--- src/rtl/core/sshd_pkg.sv ---
`timescale 1ns / 1ps

package sshd_pkg;

    // result kinds carried on tuser
    localparam logic [1:0] KIND_TYPE   = 2'd0;
    localparam logic [1:0] KIND_BODY   = 2'd1;
    localparam logic [1:0] KIND_STATUS = 2'd2;

    // end-of-packet status codes
    localparam logic [1:0] ST_OK          = 2'd0;
    localparam logic [1:0] ST_BAD_LENGTH  = 2'd1;
    localparam logic [1:0] ST_BAD_PADDING = 2'd2;

    // register indexes on the configuration port
    localparam logic [1:0] REG_BLOCK_SHIFT  = 2'd0;
    localparam logic [1:0] REG_MAC_LENGTH   = 2'd1;
    localparam logic [1:0] REG_LENGTH_LIMIT = 2'd2;

    // register reset values
    localparam logic [2:0]  BLOCK_SHIFT_RST  = 3'd3;
    localparam logic [6:0]  MAC_LENGTH_RST   = 7'd0;
    localparam logic [15:0] LENGTH_LIMIT_RST = 16'h9000;

    // length header bytes and padding floor
    localparam logic [16:0] HDR_BYTES   = 17'd4;
    localparam logic [7:0]  MIN_PADDING = 8'd4;

    // parser phase, one-hot
    typedef enum logic [2:0] {
        PH_LENGTH = 3'b001,
        PH_PACKET = 3'b010,
        PH_HALTED = 3'b100
    } phase_t;

    typedef struct packed {
        logic [2:0]  block_shift;
        logic [6:0]  mac_length;
        logic [15:0] length_limit;
    } cfg_t;

    typedef struct packed {
        logic [1:0]  kind;
        logic [7:0]  out_byte;
        logic [1:0]  status;
        logic [31:0] sequence_res;
        logic [15:0] body_length;
        logic        last;
    } res_t;

endpackage

--- src/rtl/core/ssh_packet_deframer.sv ---
`timescale 1ns / 1ps

// SSH binary packet deframer. Takes one received byte per item on the s_
// channel and issues the packet's type byte and body bytes on the m_
// channel, followed by one end-of-packet status item (tlast high) that
// carries the status, the packet's sequence number and the body length.
// The length header, padding length, padding and trailing MAC bytes give
// no item of their own. One byte is taken every clock cycle as long as the
// result side keeps up; a byte passes through an input register and the
// parse logic, and its result is held in the output register that drives
// the m_ channel. A length header that fails its checks yields a status
// item with the bad-length code and the block then drops every byte until
// reset. Registers: block_shift at 0x0, mac_length at 0x4, length_limit at
// 0x8; write them only while no packet is in progress.

module ssh_packet_deframer
    import sshd_pkg::*;
(
    input  logic        aclk,
    input  logic        aresetn,
    // stream in
    input  logic        s_tvalid,
    output logic        s_tready,
    input  logic [7:0]  s_tdata,   // [7:0] rx_byte
    // stream out
    output logic        m_tvalid,
    input  logic        m_tready,
    output logic [63:0] m_tdata,   // [7:0] out_byte, [9:8] status,
                                   // [41:10] sequence_res, [57:42] body_length
    output logic [1:0]  m_tuser,   // [1:0] kind
    output logic        m_tlast,
    // configuration
    input  logic        psel,
    input  logic        penable,
    input  logic        pwrite,
    input  logic [3:0]  paddr,
    input  logic [31:0] pwdata,
    output logic [31:0] prdata,
    output logic        pready
);

    cfg_t cfg;
    logic out_free;
    logic res_valid;
    res_t res;

    logic m_valid_reg, m_valid_next;
    res_t m_res_reg;

    sshd_cfg u_cfg (
        .aclk    (aclk),
        .aresetn (aresetn),
        .psel    (psel),
        .penable (penable),
        .pwrite  (pwrite),
        .paddr   (paddr),
        .pwdata  (pwdata),
        .prdata  (prdata),
        .pready  (pready),
        .cfg     (cfg)
    );

    sshd_parse u_parse (
        .aclk      (aclk),
        .aresetn   (aresetn),
        .cfg       (cfg),
        .s_tvalid  (s_tvalid),
        .s_tready  (s_tready),
        .s_tdata   (s_tdata),
        .out_free  (out_free),
        .res_valid (res_valid),
        .res       (res)
    );

    // output register
    assign out_free = !m_valid_reg || m_tready;

    always_comb begin
        m_valid_next = m_valid_reg;
        if (res_valid) begin
            m_valid_next = 1'b1;
        end else if (m_tready) begin
            m_valid_next = 1'b0;
        end
    end

    always_ff @(posedge aclk) begin
        if (!aresetn) begin
            m_valid_reg <= 1'b0;
        end else begin
            m_valid_reg <= m_valid_next;
        end
    end

    always_ff @(posedge aclk) begin
        if (res_valid) begin
            m_res_reg <= res;
        end
    end

    assign m_tvalid = m_valid_reg;
    assign m_tuser  = m_res_reg.kind;
    assign m_tlast  = m_res_reg.last;
    assign m_tdata  = {6'd0, m_res_reg.body_length, m_res_reg.sequence_res,
                       m_res_reg.status, m_res_reg.out_byte};

`ifndef SYNTHESIS
    // the packet ends exactly on the status item
    a_last_is_status: assert property (@(posedge aclk) disable iff (!aresetn)
        m_tvalid |-> (m_tlast == (m_tuser == KIND_STATUS)))
        else $error("tlast does not match status item");

    // type and body items carry no status and no length
    a_data_clean: assert property (@(posedge aclk) disable iff (!aresetn)
        (m_tvalid && !m_tlast) |-> (m_tdata[9:8] == ST_OK && m_tdata[57:42] == 16'd0))
        else $error("data item with status or length set");

    // nothing follows a bad-length status
    a_halt: assert property (@(posedge aclk) disable iff (!aresetn)
        (m_tvalid && m_tready && m_tlast && m_tdata[9:8] == ST_BAD_LENGTH) |=> !m_tvalid)
        else $error("item issued after bad length");
`endif

endmodule

--- src/rtl/core/sshd_cfg.sv ---
`timescale 1ns / 1ps

module sshd_cfg
    import sshd_pkg::*;
(
    input  logic        aclk,
    input  logic        aresetn,
    input  logic        psel,
    input  logic        penable,
    input  logic        pwrite,
    input  logic [3:0]  paddr,
    input  logic [31:0] pwdata,
    output logic [31:0] prdata,
    output logic        pready,
    output cfg_t        cfg
);

    cfg_t cfg_reg, cfg_next;
    logic wr_en;

    assign pready = 1'b1;
    assign wr_en  = psel && penable && pwrite;

    // register writes
    always_comb begin
        cfg_next = cfg_reg;
        if (wr_en) begin
            case (paddr[3:2])
                REG_BLOCK_SHIFT:  cfg_next.block_shift  = pwdata[2:0];
                REG_MAC_LENGTH:   cfg_next.mac_length   = pwdata[6:0];
                REG_LENGTH_LIMIT: cfg_next.length_limit = pwdata[15:0];
                default:          cfg_next = cfg_reg;
            endcase
        end
    end

    always_ff @(posedge aclk) begin
        if (!aresetn) begin
            cfg_reg.block_shift  <= BLOCK_SHIFT_RST;
            cfg_reg.mac_length   <= MAC_LENGTH_RST;
            cfg_reg.length_limit <= LENGTH_LIMIT_RST;
        end else begin
            cfg_reg <= cfg_next;
        end
    end

    // read back
    always_comb begin
        case (paddr[3:2])
            REG_BLOCK_SHIFT:  prdata = {29'd0, cfg_reg.block_shift};
            REG_MAC_LENGTH:   prdata = {25'd0, cfg_reg.mac_length};
            REG_LENGTH_LIMIT: prdata = {16'd0, cfg_reg.length_limit};
            default:          prdata = 32'd0;
        endcase
    end

    assign cfg = cfg_reg;

endmodule

--- src/rtl/core/sshd_parse.sv ---
`timescale 1ns / 1ps

module sshd_parse
    import sshd_pkg::*;
(
    input  logic       aclk,
    input  logic       aresetn,
    input  cfg_t       cfg,
    input  logic       s_tvalid,
    output logic       s_tready,
    input  logic [7:0] s_tdata,
    input  logic       out_free,
    output logic       res_valid,
    output res_t       res
);

    // input register
    logic        in_valid_reg, in_valid_next;
    logic [7:0]  in_byte_reg;

    // parser state
    phase_t      phase_reg, phase_next;
    logic [16:0] pos_reg, pos_next;
    logic [31:0] len_reg, len_next;
    logic [7:0]  pad_reg, pad_next;
    logic        pad_bad_reg, pad_bad_next;
    logic [31:0] seq_reg, seq_next;

    logic        fire;
    logic        emit;
    logic [7:0]  b;
    logic [31:0] len_shift;
    logic [31:0] len_plus;
    logic        align_ok;
    logic        len_bad;
    logic [15:0] len16;
    logic [16:0] pkt_end;
    logic [16:0] body_end;
    logic [16:0] pos_inc;

    assign b        = in_byte_reg;
    assign fire     = in_valid_reg && out_free;
    assign s_tready = !in_valid_reg || out_free;

    // input stage
    always_comb begin
        in_valid_next = in_valid_reg;
        if (s_tvalid && s_tready) begin
            in_valid_next = 1'b1;
        end else if (fire) begin
            in_valid_next = 1'b0;
        end
    end

    always_ff @(posedge aclk) begin
        if (!aresetn) begin
            in_valid_reg <= 1'b0;
        end else begin
            in_valid_reg <= in_valid_next;
        end
    end

    always_ff @(posedge aclk) begin
        if (s_tvalid && s_tready) begin
            in_byte_reg <= s_tdata;
        end
    end

    // length checks on the assembled header
    assign len_shift = {len_reg[23:0], b};
    assign len_plus  = len_shift + 32'd4;

    always_comb begin
        if (cfg.block_shift inside {[3'd0:3'd3]}) begin
            align_ok = (len_plus[2:0] == 3'd0);
        end else if (cfg.block_shift == 3'd4) begin
            align_ok = (len_plus[3:0] == 4'd0);
        end else begin
            align_ok = (len_plus[4:0] == 5'd0);
        end
    end

    assign len_bad = len_shift[31] || (len_shift > {16'd0, cfg.length_limit}) || !align_ok;

    // packet boundaries; length already known to fit 16 bits here
    assign len16    = len_reg[15:0];
    assign pkt_end  = {1'b0, len16} + HDR_BYTES + {10'd0, cfg.mac_length};
    assign body_end = {1'b0, len16} + HDR_BYTES - {9'd0, pad_reg};
    assign pos_inc  = pos_reg + 17'd1;

    // per-byte parse
    always_comb begin
        phase_next   = phase_reg;
        pos_next     = pos_reg;
        len_next     = len_reg;
        pad_next     = pad_reg;
        pad_bad_next = pad_bad_reg;
        seq_next     = seq_reg;
        emit         = 1'b0;
        res          = '0;
        res.sequence_res = seq_reg;

        case (phase_reg)
            PH_LENGTH: begin
                len_next = len_shift;
                pos_next = pos_inc;
                if (pos_reg[1:0] == 2'd3) begin
                    if (len_bad) begin
                        phase_next = PH_HALTED;
                        emit       = 1'b1;
                        res.kind   = KIND_STATUS;
                        res.status = ST_BAD_LENGTH;
                        res.last   = 1'b1;
                    end else begin
                        phase_next = PH_PACKET;
                    end
                end
            end
            PH_PACKET: begin
                if (pos_reg == HDR_BYTES) begin
                    pad_next     = b;
                    pad_bad_next = (b < MIN_PADDING) ||
                                   ({1'b0, len16} < ({9'd0, b} + 17'd2));
                end else if (!pad_bad_reg && pos_reg == HDR_BYTES + 17'd1) begin
                    emit         = 1'b1;
                    res.kind     = KIND_TYPE;
                    res.out_byte = b;
                end else if (!pad_bad_reg && pos_reg < body_end) begin
                    emit         = 1'b1;
                    res.kind     = KIND_BODY;
                    res.out_byte = b;
                end
                pos_next = pos_inc;

                // end of packet and trailing mac
                if (!emit && pos_inc >= pkt_end) begin
                    emit       = 1'b1;
                    res.kind   = KIND_STATUS;
                    res.last   = 1'b1;
                    if (pad_bad_reg) begin
                        res.status = ST_BAD_PADDING;
                    end else begin
                        res.status      = ST_OK;
                        res.body_length = len16 - {8'd0, pad_reg} - 16'd2;
                        seq_next        = seq_reg + 32'd1;
                    end
                    phase_next   = PH_LENGTH;
                    pos_next     = '0;
                    len_next     = '0;
                    pad_next     = '0;
                    pad_bad_next = 1'b0;
                end
            end
            default: begin
                phase_next = PH_HALTED;
            end
        endcase
    end

    assign res_valid = fire && emit;

    always_ff @(posedge aclk) begin
        if (!aresetn) begin
            phase_reg   <= PH_LENGTH;
            pos_reg     <= '0;
            len_reg     <= '0;
            pad_reg     <= '0;
            pad_bad_reg <= 1'b0;
            seq_reg     <= '0;
        end else if (fire) begin
            phase_reg   <= phase_next;
            pos_reg     <= pos_next;
            len_reg     <= len_next;
            pad_reg     <= pad_next;
            pad_bad_reg <= pad_bad_next;
            seq_reg     <= seq_next;
        end
    end

endmodule

--- config.mk ---
export PLATFORM = sky130hd
export DESIGN_NAME = ssh_packet_deframer
export DESIGN_NICKNAME = d
export VERILOG_FILES = /design/src/rtl/core/sshd_pkg.sv /design/src/rtl/core/ssh_packet_deframer.sv /design/src/rtl/core/sshd_cfg.sv /design/src/rtl/core/sshd_parse.sv
export SDC_FILE = /design/constraint.sdc
export NUM_CORES = 1
export LEC_CHECK = 0
export CORE_MARGIN = 8
export CORE_UTILIZATION = 45
export CTS_CLUSTER_SIZE = 40
export DETAILED_ROUTE_END_ITERATION = 16
export DONT_BUFFER_PORTS = 1
export GPL_TIMING_DRIVEN = 0
export SYNTH_ARGS = -nofsm -noshare
export SYNTH_HDL_FRONTEND = slang
export SYNTH_SLANG_ARGS = --single-unit
--- constraint.sdc ---
create_clock -name aclk -period 19.3 [get_ports aclk]
set_input_delay 2.895 -clock aclk [delete_from_list [all_inputs] [get_ports aclk]]
set_output_delay 2.895 -clock aclk [all_outputs]
set_load 0.01 [all_outputs]
After elaboration in Yosys (flattened, before gate mapping)
Cells that the tools add are included.
W data, S select, Z words.
{ "word_totals": {"output_inout_bits": 102, "regBits": 182, "wordCells": 125, "input_bits": 51} }
{ "classes": {"reduce_logical": 37, "bitwise": 3, "n_eq_ne": 10, "add_sub_neg": 9, "n_lt_le_gt_ge": 7, "mux": 41} }
{ "ops": {"columns": ["op", "count"], "rows": [
  ["$pmux W16 S3", 1],
  ["$pmux W24 S2", 1],
  ["$eq A17 B3 Y1 const B", 2],
  ["$pmux W17 S2", 1],
  ["$add A32 B1 Y32 const B", 1],
  ["$gt A32 B16 Y1", 1],
  ["$mux W24", 1],
  ["$mux W9", 2],
  ["$add A16 B3 Y17 const B", 1],
  ["$add A17 B1 Y17 const B", 1],
  ["$add A17 B7 Y17", 1],
  ["$ge A17 B17 Y1", 1],
  ["$lt A17 B17 Y1", 1],
  ["$mux W1", 17],
  ["$mux W17", 1],
  ["$sub A17 B8 Y17", 1],
  ["$lt A16 B9 Y1", 1],
  ["$mux W8", 2],
  ["$sub A16 B2 Y16 const B", 1],
  ["$sub A16 B8 Y16", 1],
  ["$mux W2", 6],
  ["$mux W10", 1],
  ["$add A8 B2 Y9 const B", 1],
  ["$logic_and A1 B1 Y1", 9],
  ["other kinds (27)", 51]
]} }

Logic depth before layout (Yosys ltp)
Gate-level depths: netlist of run 1.
{ "depth": {"depth_word": 14, "ltp_mapped": 21, "ltp_nobuf": 19} }

Cells and area by module
From an unflattened synthesis of run 1, not the netlist that was laid out.
{ "unflattened": {"cells_unflattened": 1196, "area_unflattened_um2": 11194.5} }
{ "by_module_without_submodules": {"columns": ["module", "n_inst", "area_each_um2", "seq_area_each_um2", "cells_each"], "rows": [
  ["sshd_parse", 1, 7895.1, 1961.9, 969],
  ["ssh_packet_deframer", 1, 1929.4, 1851.8, 72],
  ["sshd_cfg", 1, 1370.1, 520.5, 155]
]} }

Worst setup path after synthesis of run 1
No wires, ideal clock.
{ "synth_timing": {"kind": "reg-to-reg", "start": "register u_parse.len_reg[2]", "end": "register m_res_reg, in the netlist m_tdata[0] (enable)", "arrival_time_ns": 6.546, "path_buffers": 1, "path_slack_ns": 12.256, "setup_time_ns": 0.498, "path_stages_with_launch": 19, "synth_period_minus_slack_ns": 7.044, "required_time_ns": 18.802, "path_cell_list": "dfxtp_1 > and2_1 > clkbuf_1 > nand2_1 > xnor2_1 > ha_1 > or2_2 > a21o_1 > and3_1 > and3b_1 > mux2i_1 > a32oi_1 > ha_1 > a211oi_1 > o211a_1 > o22ai_4 > nor2_1 > o21ai_0 > a21oi_1"} }
{ "synth_via": {"elab_chain_len": 13, "word_cells_on_any_way": 20, "classes_between": "add/sub (3); order compare (3); mux (8); reduce/logical (6)"} }
{ "synth_lines": {"columns": ["element", "line_no", "rtl"], "rows": [
  ["from (decl)", "sshd_parse.sv:24", "logic [31:0] len_reg, len_next;"],
  ["from (signal assigned)", "sshd_parse.sv:173", "len_reg <= len_next;"],
  ["$add A16 B3 Y17", "sshd_parse.sv:87, sshd_parse.sv:88", null],
  ["$sub A17 B8 Y17", "sshd_parse.sv:88", "assign body_end = {1'b0, len16} + HDR_BYTES - {9'd0, pad_reg};"],
  ["$lt A17 B17 Y1", "sshd_parse.sv:128", "end else if (!pad_bad_reg && pos_reg < body_end) begin"],
  ["$logic_and A1 B1 Y1", "sshd_parse.sv:128", null],
  ["$mux W1", "sshd_parse.sv:128", null],
  ["$mux W1", "sshd_parse.sv:124", "end else if (!pad_bad_reg && pos_reg == HDR_BYTES + 17'd1) begin"],
  ["$mux W1", "sshd_parse.sv:120", "if (pos_reg == HDR_BYTES) begin"],
  ["$mux W1", "sshd_parse.sv:103", "case (phase_reg)"],
  ["$logic_not A1 Y1", "sshd_parse.sv:136", "if (!emit && pos_inc >= pkt_end) begin"],
  ["$logic_and A1 B1 Y1", "sshd_parse.sv:136", null],
  ["$mux W1", "sshd_parse.sv:136", null],
  ["$pmux W1 S2 *", "sshd_parse.sv:103", null],
  ["$logic_and A1 B1 Y1 *", "sshd_parse.sv:160", "assign res_valid = fire && emit;"],
  ["to (signal assigned)", "ssh_packet_deframer.sv:97", "m_res_reg <= res;"],
  ["to (decl)", "ssh_packet_deframer.sv:48", "res_t m_res_reg;"]
]} }
Mark *: on every way between the ends. The rest lies on a longest branch, timed or not. The select of a mux whose other input is x is not followed.
A chain may end at the register's enable or synchronous reset.

Final worst setup path of run 1
{ "layout_timing": {"start": "input port paddr[2]", "end": "output port prdata[1]"} }
{ "layout_via": {"elab_chain_len": 2, "word_cells_on_any_way": 4, "classes_between": "eq/ne (2); mux (1); reduce/logical (1)"} }
{ "layout_lines": {"columns": ["element", "line_no", "rtl"], "rows": [
  ["from (decl)", "ssh_packet_deframer.sv:36", "input logic [3:0] paddr,"],
  ["$eq A2 B2 Y1, or another cell as far along", "sshd_cfg.sv:49", "case (paddr[3:2])"],
  ["$pmux W16 S3 *", "sshd_cfg.sv:49", null],
  ["to (decl)", "ssh_packet_deframer.sv:38", "output logic [31:0] prdata,"]
]} }
Mark *: on every way between the ends. The rest lies on a longest branch, timed or not.

==> results of run 1 <==
[placed cells by master (no fill, tap or decap), types with 27 or more instances in the layout]
cell type  count
xor2_1        36
ha_1          93
xnor2_1       39
nor2_1        76
nand2_1      119
dfxtp_1      113
a22o_1        28
clkbuf_1      37
nand4_1       27
o21ai_0       38
a21oi_1       82
edfxtp_1      68
nand3_1       48
inv_1         72
[cells by family after synthesis]
family          Yosys count  share of synthesized area
buf+inv                 151                     0.0624
fa+ha+maj                96                      0.112
mux                      21                     0.0193
xor+xnor                 75                     0.0604
other cells               2                   0.000690
flops                   181                      0.395
simple gates            408                      0.192
compound gates          249                      0.158
[layout make-up]
cell class              instances  area share
well taps                     324      0.0336
plain buffers                  79      0.0339
inverters                      72      0.0224
repair buffers                  2     0.00456
flip-flops and latches        181       0.357
clock buffers                  17      0.0352
clock inverters                15      0.0175
multi-input cells             872       0.496
[worst max-delay path by stage]
stage | start | end | slack [ps]
floorplan | u_parse.len_reg[2]$_SDFFE_PN0P_ | m_tdata[0]$_SDFFCE_PP0P_ | 12260
global placement | u_parse.len_reg[2]$_SDFFE_PN0P_ | m_tdata[45]$_SDFFCE_PP0P_ | 9700
detailed placement | paddr[2] | prdata[2] | 12110
CTS | paddr[2] | prdata[2] | 12100
global route | paddr[2] | prdata[1] | 11970
finish | paddr[2] | prdata[1] | 12140
[synth_stat cells, drive strengths merged (36+ instances only)]
cell type	n	area share
nand2	119	0.041
dfxtp	113	0.21
ha	93	0.11
a21oi	83	0.038
nor2	77	0.027
inv	72	0.025
edfxtp	68	0.19
nand3	48	0.022
buf	42	0.025
o21ai	40	0.019
xnor2	39	0.031
clkbuf	37	0.013
xor2	36	0.029
[worst min-delay path, delay by kind of cell, from the launching register on]
kind | cells | cell delay [ps]
DFF | 1 | 320
and+or+nand+nor | 1 | 50
AOI/OAI and AO/OA | 1 | 50
[power groups by stage]
stage,Clock (mW),Sequential [mW],Combinational (mW)
finish,0.371,0.406,0.107
global route,0.391,0.406,0.121
CTS,0.377,0.406,0.107
detailed placement,0,0.414,0.106
global placement,0,0.415,0.104
floorplan,0,0.410,0.0825
[per-stage QoR]
step	hold slack [ps]	cells	setup WS [ps]	utilization	cell area [um^2]
2_1_floorplan	417	1204	12260	-	11000
3_3_place_gp	446	1528	9700	0.473	11400
3_5_place_dp	451	1530	12110	0.476	11400
4_1_cts	465	1562	12100	0.502	12100
5_1_grt	487	1562	11970	0.502	12100
6_report	463	1562	12140	0.502	12100
[per-layer routing]
layer  up-vias  track usage  wire length (um)
met5         -            0                 0
met4         0       0.0556               493
met3        34       0.0489              1740
met2       245        0.329             13700
met1      4134        0.263             13400
li1       4300            -                 -
==> impl_metrics.ini, run 1 <==
[run_status]
status = completed

[detailed_routing]
wl_um = 29400
post_drt_wl_per_cell_um = 18.8
vias = 8713
antenna_left = 0
via_per_inst = 5.58
drc = 0
firstDrtPassIters = 5
drtIter0Drc = 711

[global_route]
grt.total_usage = 0.202
first_global_vias = 8271
grt_pass1_wl_um = 46000
overflow = 0
antenna_found_initial = 0
grt_max_degree = 24

[timing]
hold_violations = 0
maxSlewViolCount = 0
slew_headroom = 0.303
grt_setup_unrepaired = false
finalSetupViolations = 0
tightest_slew_ps = 1040
period_needed_ps = 7160
fin_crit_sh = 0.371
max_freq_ghz = 0.140
skew_ps = 14.8
final.setup.tns_ps = 0

[worst_hold_path]
holdPathStages = 2
hp-class = reg -> reg
min_from = u_parse.pad_reg[0]$_SDFFE_PN0P_
holdPathEnd = u_parse.pad_reg[0]$_SDFFE_PN0P_

[floorplan]
die_x_um = 172
num_rows = 57
dieArea_um2 = 29400
coreArea_um2 = 24000
io_pins = 153
die_h_um = 172
start_util = 0.453

[power_and_ir_drop]
intPower_mw = 0.623
p_switching_mw = 0.260
p_clk_frac = 0.420
vdd_drop_max_uv = 48.2
swShare = 0.295
powerDensity_nw_per_um2 = 73.2
p_seq_frac = 0.459
combPwrFrac = 0.121
p_total_mw = 0.883
leakagePower_nw = 4.44

[placed_design]
port_buffers = 0
hpwl_um = 22300
gp_congestion = 0.854

[layout]
largest_reg_flops = 58
nFillCells = 2313
multi_input_area_um2 = 5990
final_nets = 1372
n_antenna_cell = 0
area_growth_pct = 10.9
drive_above_1_share = 0.0743
regArea_um2 = 4300

[critical_path]
slowest_stage = clkbuf_1
worst-path-max-fanout = 10
regToRegEndpoint = m_tdata[48]$_SDFFCE_PP0P_
crit-reg2reg-launch = u_parse.len_reg[2]$_SDFFE_PN0P_
r2r_cells = 18
crit_required_ps = 16410
slowest_delay_ps = 380
end_kind = primary output
critPathKind = in -> out
crit_cells = 6
worstPathArrival_ps = 4270
start_kind = input port
critPathTopFamily = buffers and inverters
crit_chain = clkbuf_1, nor2b_1, clkbuf_1, clkbuf_1, nand2_1, o21ai_0
crit_path_frequent_cell = clkbuf_1
cp.buffers_inverters = 3
r2r_setup_slack_ps = 13440

[clocking]
path_clk_slew_ps = 80
post_cts_buffers = 0
clock-sinks = 181
cts_root_buffer = clkbuf_16
cts_resized = 0
hold_buffers = 0
cts_buffer_depth = 2
clock_latency_ps = 450
numCtsBuffers = 17
htree_levels = 4
cts_tree = done

[logic_synthesis]
async_reset_ff_frac = 0
synth_edf_count = 68
seq_area_frac_synth = 0.395
yosys_warnings = 0
syn-mean-instance-area_um2 = 9.20
syn_area_um2 = 10900
yosys_register_bits = 181
ys.flop_type = dfxtp_1
synthCells = 1183
yosysUniqueCellTypes = 68

[run]
maxCapViolCount = 0
Note: power is estimated with default switching activity, not from simulation.
==> run 2, diff against run 1 <==
clock period = 6.4 ns   (was 19.3 ns; I/O delays follow)
==> impl_metrics.ini, run 2 (synthesis results as in run 1) <==
[detailed_routing]
post_drt_wl_per_cell_um = 18.6
wl_um = 29100
firstDrtPassIters = 5
via_per_inst = 5.60
vias = 8745
drtIter0Drc = 582
drc = 0
antenna_left = 0

[power_and_ir_drop]
swShare = 0.296
vdd_drop_max_uv = 172
p_seq_frac = 0.458
combPwrFrac = 0.120
leakagePower_nw = 4.45
p_clk_frac = 0.422
powerDensity_nw_per_um2 = 221
intPower_mw = 1.88
p_switching_mw = 0.789

[worst_hold_path]
holdPathStages = 2
holdPathEnd = u_parse.pad_reg[0]$_SDFFE_PN0P_
min_from = u_parse.pad_reg[0]$_SDFFE_PN0P_
hp-class = reg -> reg

[layout]
fin_area_um2 = 12100
area_growth_pct = 10.9
largest_reg_flops = 58
layout_common_cells = nand2_1, dfxtp_1, ha_1
drive_above_1_share = 0.0743
utilization = 0.502
layout_commonest_cell = nand2_1
n_antenna_cell = 0
final_nets = 1372

[timing]
hold_ws_ps = 461
finalSetupViolations = 0
maxSlewViolCount = 0
tightest_slew_ps = 1180
max_freq_ghz = 0.168
skew_ps = 18.2
final.setup.tns_ps = 0
setup_ws_ps = 462
fin_crit_sh = 0.928
grt_setup_unrepaired = false
period_needed_ps = 5940
slew_headroom = 0.209
hold_violations = 0

[critical_path]
start_kind = flop
r2r_cells = 19
r2r_setup_slack_ps = 460
regToRegEndpoint = m_tdata[0]$_SDFFCE_PP0P_
crit_required_ps = 6550
crit-reg2reg-launch = u_parse.len_reg[2]$_SDFFE_PN0P_
end_kind = flop
critPathKind = reg -> reg
worst-path-max-fanout = 26
worstPathArrival_ps = 6090

[placed_design]
port_buffers = 0
gp_congestion = 0.863
hpwl_um = 22300
placed_cell_area_um2 = 11400
dp_slack_ps = 455

[global_route]
grt_max_degree = 27
first_global_vias = 8365
overflow = 0
grt_pass1_wl_um = 46000
grt.total_usage = 0.200
antenna_found_initial = 0

[clocking]
path_clk_slew_ps = 80
clock-sinks = 181
clock_latency_ps = 450
cts_buffer_depth = 2
numCtsBuffers = 17
cts_root_buffer = clkbuf_16
hold_buffers = 0
cts_resized = 0
htree_levels = 4
post_cts_buffers = 0
cts_tree = done

[floorplan]
start_util = 0.453
dieArea_um2 = 29400
die_h_um = 172
coreArea_um2 = 24000
num_rows = 57
io_pins = 153
die_x_um = 172

[run_status]
status = completed

[run]
maxCapViolCount = 0
## run 2: cell counts in the layout (fill, tap and decap cells not counted)
Identical to the previous run, type by type.
## run 2: worst max-delay path, stage by stage (launching register included)
cell,delay (ps)
dfxtp_1,560
ha_1,410
xor2_1,340
ha_1,290
inv_1,110
nor2_1,60
o31a_1,120
o41ai_1,560
nand3b_1,310
a21boi_0,160
xnor2_1,160
ha_1,300
nand2_1,60
nor2_1,110
nand2_1,80
o211ai_2,640
o21ai_0,350
a21oi_4,520
buf_12,270
buf_16,200
## run 2: how the worst max path moves through the flow
| stage | start | end | slack, ps | depth (start not counted) |
|---|---|---|---|---|
| floorplan | u_parse.len_reg[2]$_SDFFE_PN0P_ | m_tdata[0]$_SDFFCE_PP0P_ | 680 | 18 |
| global placement | u_parse.len_reg[2]$_SDFFE_PN0P_ | m_tdata[35]$_DFFE_PP_ | -1100 | 17 |
| detailed placement | u_parse.len_reg[2]$_SDFFE_PN0P_ | m_tdata[0]$_SDFFCE_PP0P_ | 450 | 19 |
| CTS | u_parse.len_reg[2]$_SDFFE_PN0P_ | m_tdata[0]$_SDFFCE_PP0P_ | 440 | 19 |
| global route | u_parse.len_reg[2]$_SDFFE_PN0P_ | m_tdata[0]$_SDFFCE_PP0P_ | 210 | 21 |
| finish | u_parse.len_reg[2]$_SDFFE_PN0P_ | m_tdata[0]$_SDFFCE_PP0P_ | 460 | 19 |
## run 2: per-stage QoR
stage,power [mW],cells
floorplan,1.49,1204
global placement,1.56,1528
detailed placement,1.57,1530
CTS,2.69,1562
global route,2.77,1562
finish,2.67,1562
## run 2: layout make-up
cell class	count	area (um^2)
fillers	2273	12000
multi-input cells	872	5990
flip-flops and latches	181	4300
clock buffers	17	425
plain buffers	79	409
well taps	324	405
inverters	72	270
clock inverters	15	215
repair buffers	2	47.5
## run 2: layer usage
metal | routed length [um] | track usage | share of wire | up-vias
met5 | 0 | 0 | 0 | -
met4 | 724 | 0.0692 | 0.025 | 0
met3 | 1650 | 0.0452 | 0.057 | 42
met2 | 13600 | 0.324 | 0.47 | 240
met1 | 13100 | 0.259 | 0.45 | 4174
li1 | - | - | - | 4289
## run 2: power groups by stage
| stage | Clock [mW] | Sequential [mW] | Combinational (mW) |
|---|---|---|---|
| 2_1_floorplan | 0 | 1.24 | 0.249 |
| 3_3_place_gp | 0 | 1.25 | 0.315 |
| 3_5_place_dp | 0 | 1.25 | 0.319 |
| 4_1_cts | 1.14 | 1.22 | 0.322 |
| 5_1_grt | 1.19 | 1.22 | 0.361 |
| 6_report | 1.13 | 1.22 | 0.321 |
==> run 3, diff against run 2 <==
BUFFER_PORTS_ARGS = -buffer_cell sky130_fd_sc_hd__buf_4   (was unset)
DONT_BUFFER_PORTS = unset   (was 1)
PLACE_DENSITY = 0.68   (was unset)
==> impl_metrics.ini, run 3 (synthesis results as in run 1) <==
[layout]
area_growth_pct = 18.3
multi_input_area_um2 = 5990
largest_reg_flops = 58
fin_cells = 1671
final_nets = 1481
regArea_um2 = 4300
layout_common_cells = buf_4, nand2_1, dfxtp_1
drive_above_1_share = 0.149
nFillCells = 2174
n_antenna_cell = 0
layout_commonest_cell = buf_4

[critical_path]
r2r_setup_slack_ps = 600
slowest_delay_ps = 730
crit-reg2reg-launch = u_parse.len_reg[3]$_SDFFE_PN0P_
crit_chain = ha_1, xor2_1, ha_1, inv_1, nor2_1, o31a_1, o41ai_1, nand3b_1, a21boi_0, xnor2_1, ha_1, nand2_1, nor2_1, nand2_1, o211ai_2, o21ai_0, a21oi_4, buf_16
crit_path_frequent_cell = ha_1
critPathTopFamily = compound AO/OA/AOI/OAI gates
slowest_stage = a21oi_4
worstPathArrival_ps = 5930
crit_required_ps = 6540
cp.buffers_inverters = 2
r2r_cells = 18
regToRegEndpoint = m_tdata[3]$_SDFFCE_PP0P_
end_kind = flop
start_kind = flop
critPathKind = reg -> reg
worst-path-max-fanout = 21

[clocking]
htree_levels = 4
cts_root_buffer = clkbuf_16
cts_tree = done
cts_resized = 0
clock_latency_ps = 440
numCtsBuffers = 17
clock-sinks = 181
cts_buffer_depth = 2
post_cts_buffers = 0
hold_buffers = 0
path_clk_slew_ps = 80

[global_route]
grt_max_degree = 24
first_global_vias = 8634
antenna_found_initial = 0
grt.total_usage = 0.197
grt_pass1_wl_um = 45800
overflow = 0

[power_and_ir_drop]
p_total_mw = 2.66
vdd_drop_max_uv = 154
leakagePower_nw = 4.93
powerDensity_nw_per_um2 = 206

[detailed_routing]
via_per_inst = 5.50
wl_met3_um = 1930
drc = 0
wl_met1_um = 13100
drtIter0Drc = 694
vias = 9186
firstDrtPassIters = 6
wl_um = 29200
antenna_left = 0
wl_met2_um = 13600
post_drt_wl_per_cell_um = 17.5
dr.max_layer_used = met4

[worst_hold_path]
holdPathStages = 2
hp-class = reg -> reg
holdPathEnd = u_cfg.cfg[11]$_SDFFE_PN0P_
min_from = u_cfg.cfg[11]$_SDFFE_PN0P_

[timing]
max_freq_ghz = 0.172
final.setup.tns_ps = 0
fin_crit_sh = 0.906
skew_ps = 12.3
period_needed_ps = 5800
finalSetupViolations = 0
maxSlewViolCount = 0
hold_ws_ps = 467
slew_headroom = 0.199
hold_violations = 0
tightest_slew_ps = 1190
setup_ws_ps = 602
grt_setup_unrepaired = false

[floorplan]
coreArea_um2 = 24000
die_x_um = 172
start_util = 0.453
die_h_um = 172
io_pins = 153
num_rows = 57
dieArea_um2 = 29400

[placed_design]
gp_congestion = 0.881
hpwl_um = 22200
dp_slack_ps = 618
port_buffers = 109
post-place-cells = 1639

[run]
maxCapViolCount = 0

[run_status]
status = completed
-- run 3: changes by cell type in the layout (fill, tap and decap cells not counted) --
cell	before	now
inv_6	2	1
buf_4	26	135
inv_16	1	0
clkinv_8	6	5
clkinv_4	1	2
buf_16	1	2
buf_12	1	0
clkinvlp_4	0	1
inv_8	2	3
-- run 3: final cells by class --
cell class,count,area share
multi-input combinational,872,0.465
sequential,181,0.334
timing repair buffer,111,0.0678
clock buffer,17,0.0330
buffer,79,0.0318
tap,324,0.0315
inverter,72,0.0210
clock inverter,15,0.0154
-- run 3: metal layers --
metal / vias to the layer above / GRT usage
met2: 322 / 0.326
met5: - / 0
met1: 4318 / 0.257
met3: 37 / 0.0333
met4: 0 / 0.0662
li1: 4509 / -
-- run 3: worst max-delay path by stage --
stage                                               start                        end  slack, ps  cells after the start
final                     u_parse.len_reg[3]$_SDFFE_PN0P_   m_tdata[3]$_SDFFCE_PP0P_        600                     18
after global routing      u_parse.len_reg[3]$_SDFFE_PN0P_   m_tdata[3]$_SDFFCE_PP0P_        220                     18
after CTS                 u_parse.len_reg[3]$_SDFFE_PN0P_   m_tdata[3]$_SDFFCE_PP0P_        560                     18
after detailed placement  u_parse.len_reg[3]$_SDFFE_PN0P_   m_tdata[2]$_SDFFCE_PP0P_        620                     18
after global placement    u_parse.len_reg[3]$_SDFFE_PN0P_  m_tdata[45]$_SDFFCE_PP0P_      -1070                     17
after floorplan           u_parse.len_reg[2]$_SDFFE_PN0P_   m_tdata[0]$_SDFFCE_PP0P_        680                     18
-- run 3: per-stage QoR --
step,util,instance area [um^2]
2_1_floorplan,-,11000
5_1_grt,0.536,12900
3_5_place_dp,0.510,12300
6_report,0.536,12900
4_1_cts,0.536,12900
3_3_place_gp,0.507,12200
-- run 3: worst register-to-register path, stage by stage (launching register included) --
cell,delay [ps]
dfxtp_1,550
ha_1,410
xor2_1,310
ha_1,290
inv_1,110
nor2_1,60
o31a_1,120
o41ai_1,550
nand3b_1,300
a21boi_0,150
xnor2_1,150
ha_1,290
nand2_1,60
nor2_1,130
nand2_1,80
o211ai_2,610
o21ai_0,340
a21oi_4,730
buf_16,260
-- run 3: power by group --
| group | total, mW | internal [mW] | leakage [nW] | switching [mW] |
|---|---|---|---|---|
| sequential | 1.22 | 1.20 | 1.42 | 0.0233 |
| clock | 1.09 | 0.540 | 0.297 | 0.555 |
| combinational | 0.342 | 0.148 | 3.22 | 0.194 |
